File: src/rtl/core/ndp_pkg.sv
// ----------------------------------------------------------------------------
// ndp_pkg: shared types for the egress dma packetizer
// Item codes, the unpacked input item, the result record and the byte swap.
// ----------------------------------------------------------------------------
package ndp_pkg;

	// item selector carried on the slave-side tuser
	typedef enum logic [1:0] {
		OP_START = 2'd0,
		OP_TICK  = 2'd1,
		OP_SLOT  = 2'd2
	} op_t;

	localparam int unsigned IN_TDATA_W  = 184;
	localparam int unsigned OUT_TDATA_W = 184;

	typedef struct packed {
		logic [1:0]  op;
		logic [31:0] flow_number;
		logic [15:0] body_length;
		logic [63:0] packet_number;
		logic        stats_flag;
		logic        from_memory;
		logic        queue_mid_packet;
		logic [63:0] memory_word;
	} item_t;

	typedef struct packed {
		logic        flit_valid;
		logic        is_head;
		logic [31:0] head_flow;
		logic [15:0] head_length;
		logic [63:0] body_word;
		logic [63:0] flit_packet;
		logic        flit_stats;
		logic        claim_channel;
		logic        release_channel;
	} result_t;

	// reverse byte order of a 64-bit word
	function automatic logic [63:0] swap_bytes(input logic [63:0] v);
		logic [63:0] r;
		r = '0;
		for (int i = 0; i < 8; i++) begin
			r[8*i +: 8] = v[8*(7-i) +: 8];
		end
		return r;
	endfunction

endpackage

File: src/rtl/core/noc_egress_dma_packetizer.sv
// ----------------------------------------------------------------------------
// noc_egress_dma_packetizer: egress dma packetizer for a noc node
// Turns start, tick and queue-slot items into head and body flits.
// ----------------------------------------------------------------------------
// pipeline: an input transfer loads the input register, and the engine
// decision is then loaded into the result register that drives m_*; an
// item with a result waits in the input register while that one is full
// throughput: one item per cycle while m_tready does not hold a result back;
// the result register holds a finished flit while the input register takes the next item, so both sides stream
// reset: arst_n clears the pipeline valids, transfer counters, budget and
// flits_per_tick; no transfer is active after reset
module noc_egress_dma_packetizer #(
	parameter int unsigned LENGTH_BITS = 16
) (
	input  logic                              clk,
	input  logic                              arst_n,
	// configuration write channel: flits_per_tick
	input  logic                              cfg_valid,
	output logic                              cfg_ready,
	input  logic [7:0]                        cfg_data,
	// input stream
	input  logic                              s_tvalid,
	output logic                              s_tready,
	// flow_number[31:0], body_length[47:32], packet_number[111:48],
	// stats_flag[112], from_memory[113], queue_mid_packet[114],
	// memory_word[178:115], zero pad[183:179]
	input  logic [ndp_pkg::IN_TDATA_W-1:0]    s_tdata,
	// op[1:0]
	input  logic [1:0]                        s_tuser,
	// output stream
	output logic                              m_tvalid,
	input  logic                              m_tready,
	// flit_valid[0], head_flow[32:1], head_length[48:33], body_word[112:49],
	// flit_packet[176:113], flit_stats[177], claim_channel[178], zero pad[183:179]
	output logic [ndp_pkg::OUT_TDATA_W-1:0]   m_tdata,
	// is_head[0]
	output logic                              m_tuser,
	// release_channel: last body flit of the packet
	output logic                              m_tlast
);

	ndp_pkg::item_t   item_s1;
	logic             valid_s1;
	ndp_pkg::result_t res_s2;
	logic             valid_s2;

	ndp_pkg::item_t   in_item;
	ndp_pkg::result_t result;
	logic             has_result;
	logic             advance;
	logic             out_free;

	// the register is always writable; writes must only come while idle, which the block does not enforce
	assign cfg_ready = 1'b1;

	// unpack the input transfer
	always_comb begin
		in_item.op               = s_tuser;
		in_item.flow_number      = s_tdata[31:0];
		in_item.body_length      = s_tdata[47:32];
		in_item.packet_number    = s_tdata[111:48];
		in_item.stats_flag       = s_tdata[112];
		in_item.from_memory      = s_tdata[113];
		in_item.queue_mid_packet = s_tdata[114];
		in_item.memory_word      = s_tdata[178:115];
	end

	// result register can take a new flit when empty or being drained
	assign out_free = !valid_s2 || m_tready;
	// items that give no result (tick, dropped start, idle slot) never wait
	assign advance  = valid_s1 && (!has_result || out_free);
	assign s_tready = !valid_s1 || advance;

	ndp_engine #(
		.LENGTH_BITS(LENGTH_BITS)
	) u_engine (
		.clk       (clk),
		.arst_n    (arst_n),
		.cfg_we    (cfg_valid && cfg_ready),
		.cfg_data  (cfg_data),
		.item      (item_s1),
		.commit    (advance),
		.has_result(has_result),
		.result    (result)
	);

	// input register
	always_ff @(posedge clk or negedge arst_n) begin
		if (!arst_n) begin
			valid_s1 <= 1'b0;
		end else if (s_tready) begin
			valid_s1 <= s_tvalid;
		end
	end

	always_ff @(posedge clk) begin
		if (s_tvalid && s_tready) begin
			item_s1 <= in_item;
		end
	end

	// result register
	always_ff @(posedge clk or negedge arst_n) begin
		if (!arst_n) begin
			valid_s2 <= 1'b0;
		end else if (advance && has_result) begin
			valid_s2 <= 1'b1;
		end else if (m_tready) begin
			valid_s2 <= 1'b0;
		end
	end

	always_ff @(posedge clk) begin
		if (advance && has_result) begin
			res_s2 <= result;
		end
	end

	// pack the result transfer
	assign m_tvalid = valid_s2;
	assign m_tuser  = res_s2.is_head;
	assign m_tlast  = res_s2.release_channel;
	assign m_tdata  = {5'd0, res_s2.claim_channel, res_s2.flit_stats, res_s2.flit_packet,
		res_s2.body_word, res_s2.head_length, res_s2.head_flow, res_s2.flit_valid};

endmodule

File: src/rtl/core/ndp_engine.sv
// ----------------------------------------------------------------------------
// ndp_engine: transfer state and per-item flit decision
// Holds the transfer context and tick budget, and works out one item's result.
// ----------------------------------------------------------------------------
module ndp_engine #(
	parameter int unsigned LENGTH_BITS = 16
) (
	input  logic             clk,
	input  logic             arst_n,
	input  logic             cfg_we,
	input  logic [7:0]       cfg_data,
	input  ndp_pkg::item_t   item,
	input  logic             commit,
	output logic             has_result,
	output ndp_pkg::result_t result
);

	logic [7:0]             flits_per_tick_q;
	logic [LENGTH_BITS-1:0] flits_left_q;
	logic                   head_sent_q;
	logic [31:0]            cur_flow_q;
	logic [63:0]            cur_packet_q;
	logic                   cur_stats_q;
	logic                   cur_from_memory_q;
	logic [7:0]             budget_used_q;

	logic                   busy;
	logic                   is_start;
	logic                   is_tick;
	logic                   is_slot;
	logic                   budget_spent;
	logic                   send;
	logic [LENGTH_BITS-1:0] left_dec;
	logic [LENGTH_BITS-1:0] len_load;
	logic [31:0]            body_ext;
	logic [31:0]            left_ext;
	logic [31:0]            dec_ext;
	logic [63:0]            raw_word;

	assign busy     = (flits_left_q != '0);
	assign is_start = (item.op == ndp_pkg::OP_START);
	assign is_tick  = (item.op == ndp_pkg::OP_TICK);
	assign is_slot  = (item.op == ndp_pkg::OP_SLOT);

	assign budget_spent = (flits_per_tick_q != 8'd0) && (budget_used_q >= flits_per_tick_q);
	assign send = is_slot && busy && !budget_spent && !(!head_sent_q && item.queue_mid_packet);

	assign left_dec = flits_left_q - LENGTH_BITS'(1);
	assign body_ext = 32'(item.body_length);
	assign len_load = body_ext[LENGTH_BITS-1:0];
	assign left_ext = 32'(flits_left_q);
	assign dec_ext  = 32'(left_dec);
	assign raw_word = cur_from_memory_q ? item.memory_word : {cur_flow_q, dec_ext};

	assign has_result = (is_start && !busy) || send;

	always_comb begin
		result = '0;
		if (is_start) begin
			result.claim_channel = 1'b1;
		end else begin
			result.flit_valid  = 1'b1;
			result.flit_packet = cur_packet_q;
			result.flit_stats  = cur_stats_q;
			if (!head_sent_q) begin
				result.is_head     = 1'b1;
				result.head_flow   = cur_flow_q;
				result.head_length = left_ext[15:0];
			end else begin
				result.body_word       = ndp_pkg::swap_bytes(raw_word);
				result.release_channel = (left_dec == '0);
			end
		end
	end

	always_ff @(posedge clk or negedge arst_n) begin
		if (!arst_n) begin
			flits_per_tick_q <= 8'd0;
		end else if (cfg_we) begin
			flits_per_tick_q <= cfg_data;
		end
	end

	// control state
	always_ff @(posedge clk or negedge arst_n) begin
		if (!arst_n) begin
			flits_left_q  <= '0;
			head_sent_q   <= 1'b0;
			budget_used_q <= 8'd0;
		end else if (commit) begin
			if (is_start && !busy) begin
				flits_left_q <= len_load;
				head_sent_q  <= 1'b0;
			end else if (is_tick) begin
				budget_used_q <= 8'd0;
			end else if (send) begin
				if (!head_sent_q) begin
					head_sent_q <= 1'b1;
				end else begin
					flits_left_q <= left_dec;
				end
				if (budget_used_q != 8'hFF) begin
					budget_used_q <= budget_used_q + 8'd1;
				end
			end
		end
	end

	// transfer context, only read once a start has loaded it
	always_ff @(posedge clk) begin
		if (commit && is_start && !busy) begin
			cur_flow_q        <= item.flow_number;
			cur_packet_q      <= item.packet_number;
			cur_stats_q       <= item.stats_flag;
			cur_from_memory_q <= item.from_memory;
		end
	end

endmodule

File: config.mk
export PLATFORM = sky130hd
export DESIGN_NAME = noc_egress_dma_packetizer
export DESIGN_NICKNAME = d
export VERILOG_FILES = /design/src/rtl/core/ndp_pkg.sv /design/src/rtl/core/noc_egress_dma_packetizer.sv /design/src/rtl/core/ndp_engine.sv
export SDC_FILE = /design/constraint.sdc
export NUM_CORES = 1
export LEC_CHECK = 0
export BUFFER_PORTS_ARGS = -buffer_cell sky130_fd_sc_hd__buf_2
export CAP_MARGIN = 0
export CORE_ASPECT_RATIO = 1.2
export CORE_UTILIZATION = 40
export CTS_CLUSTER_SIZE = 20
export DETAILED_ROUTE_END_ITERATION = 12
export PLACE_DENSITY = 0.62
export REMOVE_ABC_BUFFERS = 1
export SLEW_MARGIN = 15
export SYNTH_ARGS = -nofsm -noshare
export SYNTH_HDL_FRONTEND = slang
export SYNTH_SLANG_ARGS = --single-unit
File: constraint.sdc
create_clock -name clk -period 14.7 [get_ports clk]
set_input_delay 2.94 -clock clk [delete_from_list [all_inputs] [get_ports clk]]
set_output_delay 2.94 -clock clk [all_outputs]
set_load 0.02 [all_outputs]
==> metrics.txt <==
WL final=40.2 mm; routed length per placed instance=19.9 um; Post-DP Area=20400 sq um; clock slew at reported path FFs=0.06 ns; pre-CTS WS=8.22 ns; CP delay by family, top=buffers and inverters; CTS H-Tree Depth=2; antenna viol nets, final=0; startpoint types=input pin; largest net degree at the start of global routing=114; Int Power=2.44 mW; Max clock buf depth=3; routed vias/inst=4.97; syn_area_per_cell=17.6 sq um; outcome=finished clean; vias in the first global route=9938; slew margin rel.=23.8%; GP Congestion=0.842; fmax=154 MHz; max cap viols=0; hold crit path type=reg2reg; port buffer count=376; initial core utilization=40.7%; die width=195 um; first-pass GRT wire length=58.6 mm; maximum vdd drop=0.000113 V; clock sink count=495; largest stage delay on the critical path=0.20 ns; Least-Margin Pin Slew=1.14 ns; commonest non-fill, non-tap cells in the layout=edfxtp_1, buf_2, nor2_1; Unique masters post-synth=70; slack of the critical path=8.22 ns; dpl hpwl=25.8 mm; largest area contributor in the netlist=edfxtp_1; Seq pwr share=52.4%; Buf/Inv on CP=2; Setup Skew=0.0142 ns; clock latency on the worst-skew pair=0.58 ns; Congestion Overflow GR=0; share of cells above drive strength 1=33.5%; post-layout util=50.1%; commonest non-fill, non-tap cell in the layout=edfxtp_1; Hold-fix buffers, CTS=0; Clk pwr share=40.0%; CTS Root Cell=clkbuf_16; number of enable flip-flop cells after synthesis=460; Slew Viols, Final=0; Critical Path AT=3.54 ns; pwr/cell area=144 nW/um^2; I/O pins=388; Final Hold Viols=0; core box area=44000 sq um; switching share of total power=22.9%; Pre-antenna DRT Iters=5; Post-CTS Setup Inserts=0; design area=22100 sq um; YS warnings=0; Comb power frac=7.6%; Final period util=44.1%; asr flop ratio synth=7.07%; Area growth syn-to-layout=23.1%; worst-path cell chain=buf_2 > nor2b_1 > nand3_1 > buf_2; top cell type's share of synthesized area=77.1%; Net count, final=1623; CP Class=in2out; main area contributors after synthesis=edfxtp_1, dfrtp_1, and2_1; GRT Total Usage=17.2%; TritonCTS clock tree=built; cell count after synthesis=1018; Cell Rows=84; DRC=0; FF+latch count, synth=495; register area share after synthesis=82.0%; leak pwr=8.65 nW; die area=45600 sq um; via count=10000; Final setup viols=0; Most Frequent Cell on Critical Path=buf_2; post-synth design cell area=17900 sq um; Num CTS Buffers=51; switching power=0.727 mW; RSZ-0062 raised after global routing=false; initial drt markers=401; final setup TNS=0 ns; Post-CTS Resized=0; Worst EP required=11.76 ns; minimum clock period=6.48 ns; top_reg_cell synth=edfxtp_1; initial antenna violation count=15; Crit Path Max Fanout=3; Worst path slowest cell=buf_2; CP endpoint kind=output pin; chip height=234 um
-- cell usage after synthesis, drive strengths merged (8+ instances only) --
cell	n
a21oi	27
o22ai	9
o21ai	20
clkbuf	38
nor3	8
nor2	72
edfxtp	460
dfrtp	35
and3	67
and2	69
nor4	8
ha	12
inv	17
nand3	8
mux2i	35
xnor2	8
buf	11
nand2	36
-- worst paths after layout --
| check | startpoint | to | slack (ns) | cells after the start |
|---|---|---|---|---|
| worst max-delay path | m_tready | s_tready | 8.22 | 4 |
| worst min-delay path | item_s1[80] | u_engine.cur_packet_q[13] | 0.41 | 0 |
| worst max register to register | u_engine.flits_left_q[0] | m_tdata[105] | 9.91 | 9 |
| worst min register to register | item_s1[80] | u_engine.cur_packet_q[13] | 0.41 | 0 |
| max in group asynchronous | arst_n | u_engine.flits_per_tick_q[6] | 11.66 | 1 |
| min in group asynchronous | arst_n | u_engine.flits_per_tick_q[1] | 2.49 | 1 |
-- metrics by stage --
step / std cells / hold slack, ns / power, mW
floorplan: 973 / 0.400 / 1.83
CTS: 2012 / 0.413 / 3.21
detailed placement: 1918 / 0.405 / 1.93
global route: 2017 / 0.423 / 3.29
finish: 2019 / 0.412 / 3.17
global placement: 1918 / 0.401 / 1.93
-- power by group through the flow --
stage | clock network (mW) | registers [mW] | logic [mW]
global route | 1.35 | 1.67 | 0.266
finish | 1.27 | 1.66 | 0.241
detailed placement | 0 | 1.69 | 0.243
CTS | 1.30 | 1.66 | 0.245
global placement | 0 | 1.69 | 0.240
floorplan | 0 | 1.71 | 0.124
-- sequential cells by signal, summed over array words and instances (netlist names) --
register,cells
item_s1,181
m_tdata,179
u_engine.cur_packet_q,64
u_engine.cur_flow_q,32
u_engine.flits_left_q,16
u_engine.budget_used_q,8
u_engine.flits_per_tick_q,8
m_tlast,1
m_tuser,1
m_tvalid,1
u_engine.cur_from_memory_q,1
u_engine.cur_stats_q,1
u_engine.head_sent_q,1
valid_s1,1
-- layer usage --
metal / share of wire [%] / vias up / track usage (%)
li1: - / 4640 / -
met1: 38 / 4911 / 20.2
met2: 51 / 382 / 28.7
met3: 8.4 / 87 / 6.10
met4: 2.8 / 14 / 6.89
met5: 0.23 / - / 0
-- kinds of logic after synthesis --
logic type / Yosys count / synth area share, %
flip-flops: 495 / 82.0
AND/OR/NAND/NOR: 293 / 8.98
AO/OA/AOI/OAI: 100 / 3.94
buffers and inverters: 67 / 1.55
multiplexers: 36 / 2.02
XOR/XNOR: 13 / 0.636
adder cells (fa/ha/maj): 12 / 0.838
other: 2 / 0.0419
-- cell type report --
type	instances	area [sq um]
Fill cell	3734	22000
Sequential cell	495	14700
Multi-Input combinational cell	460	2980
Timing Repair Buffer	386	1960
Clock buffer	63	1340
Tap cell	559	699
Clock inverter	31	298
Inverter	18	75.1
Antenna cell	7	17.5
No activity file was read; power rests on OpenSTA's default activity.
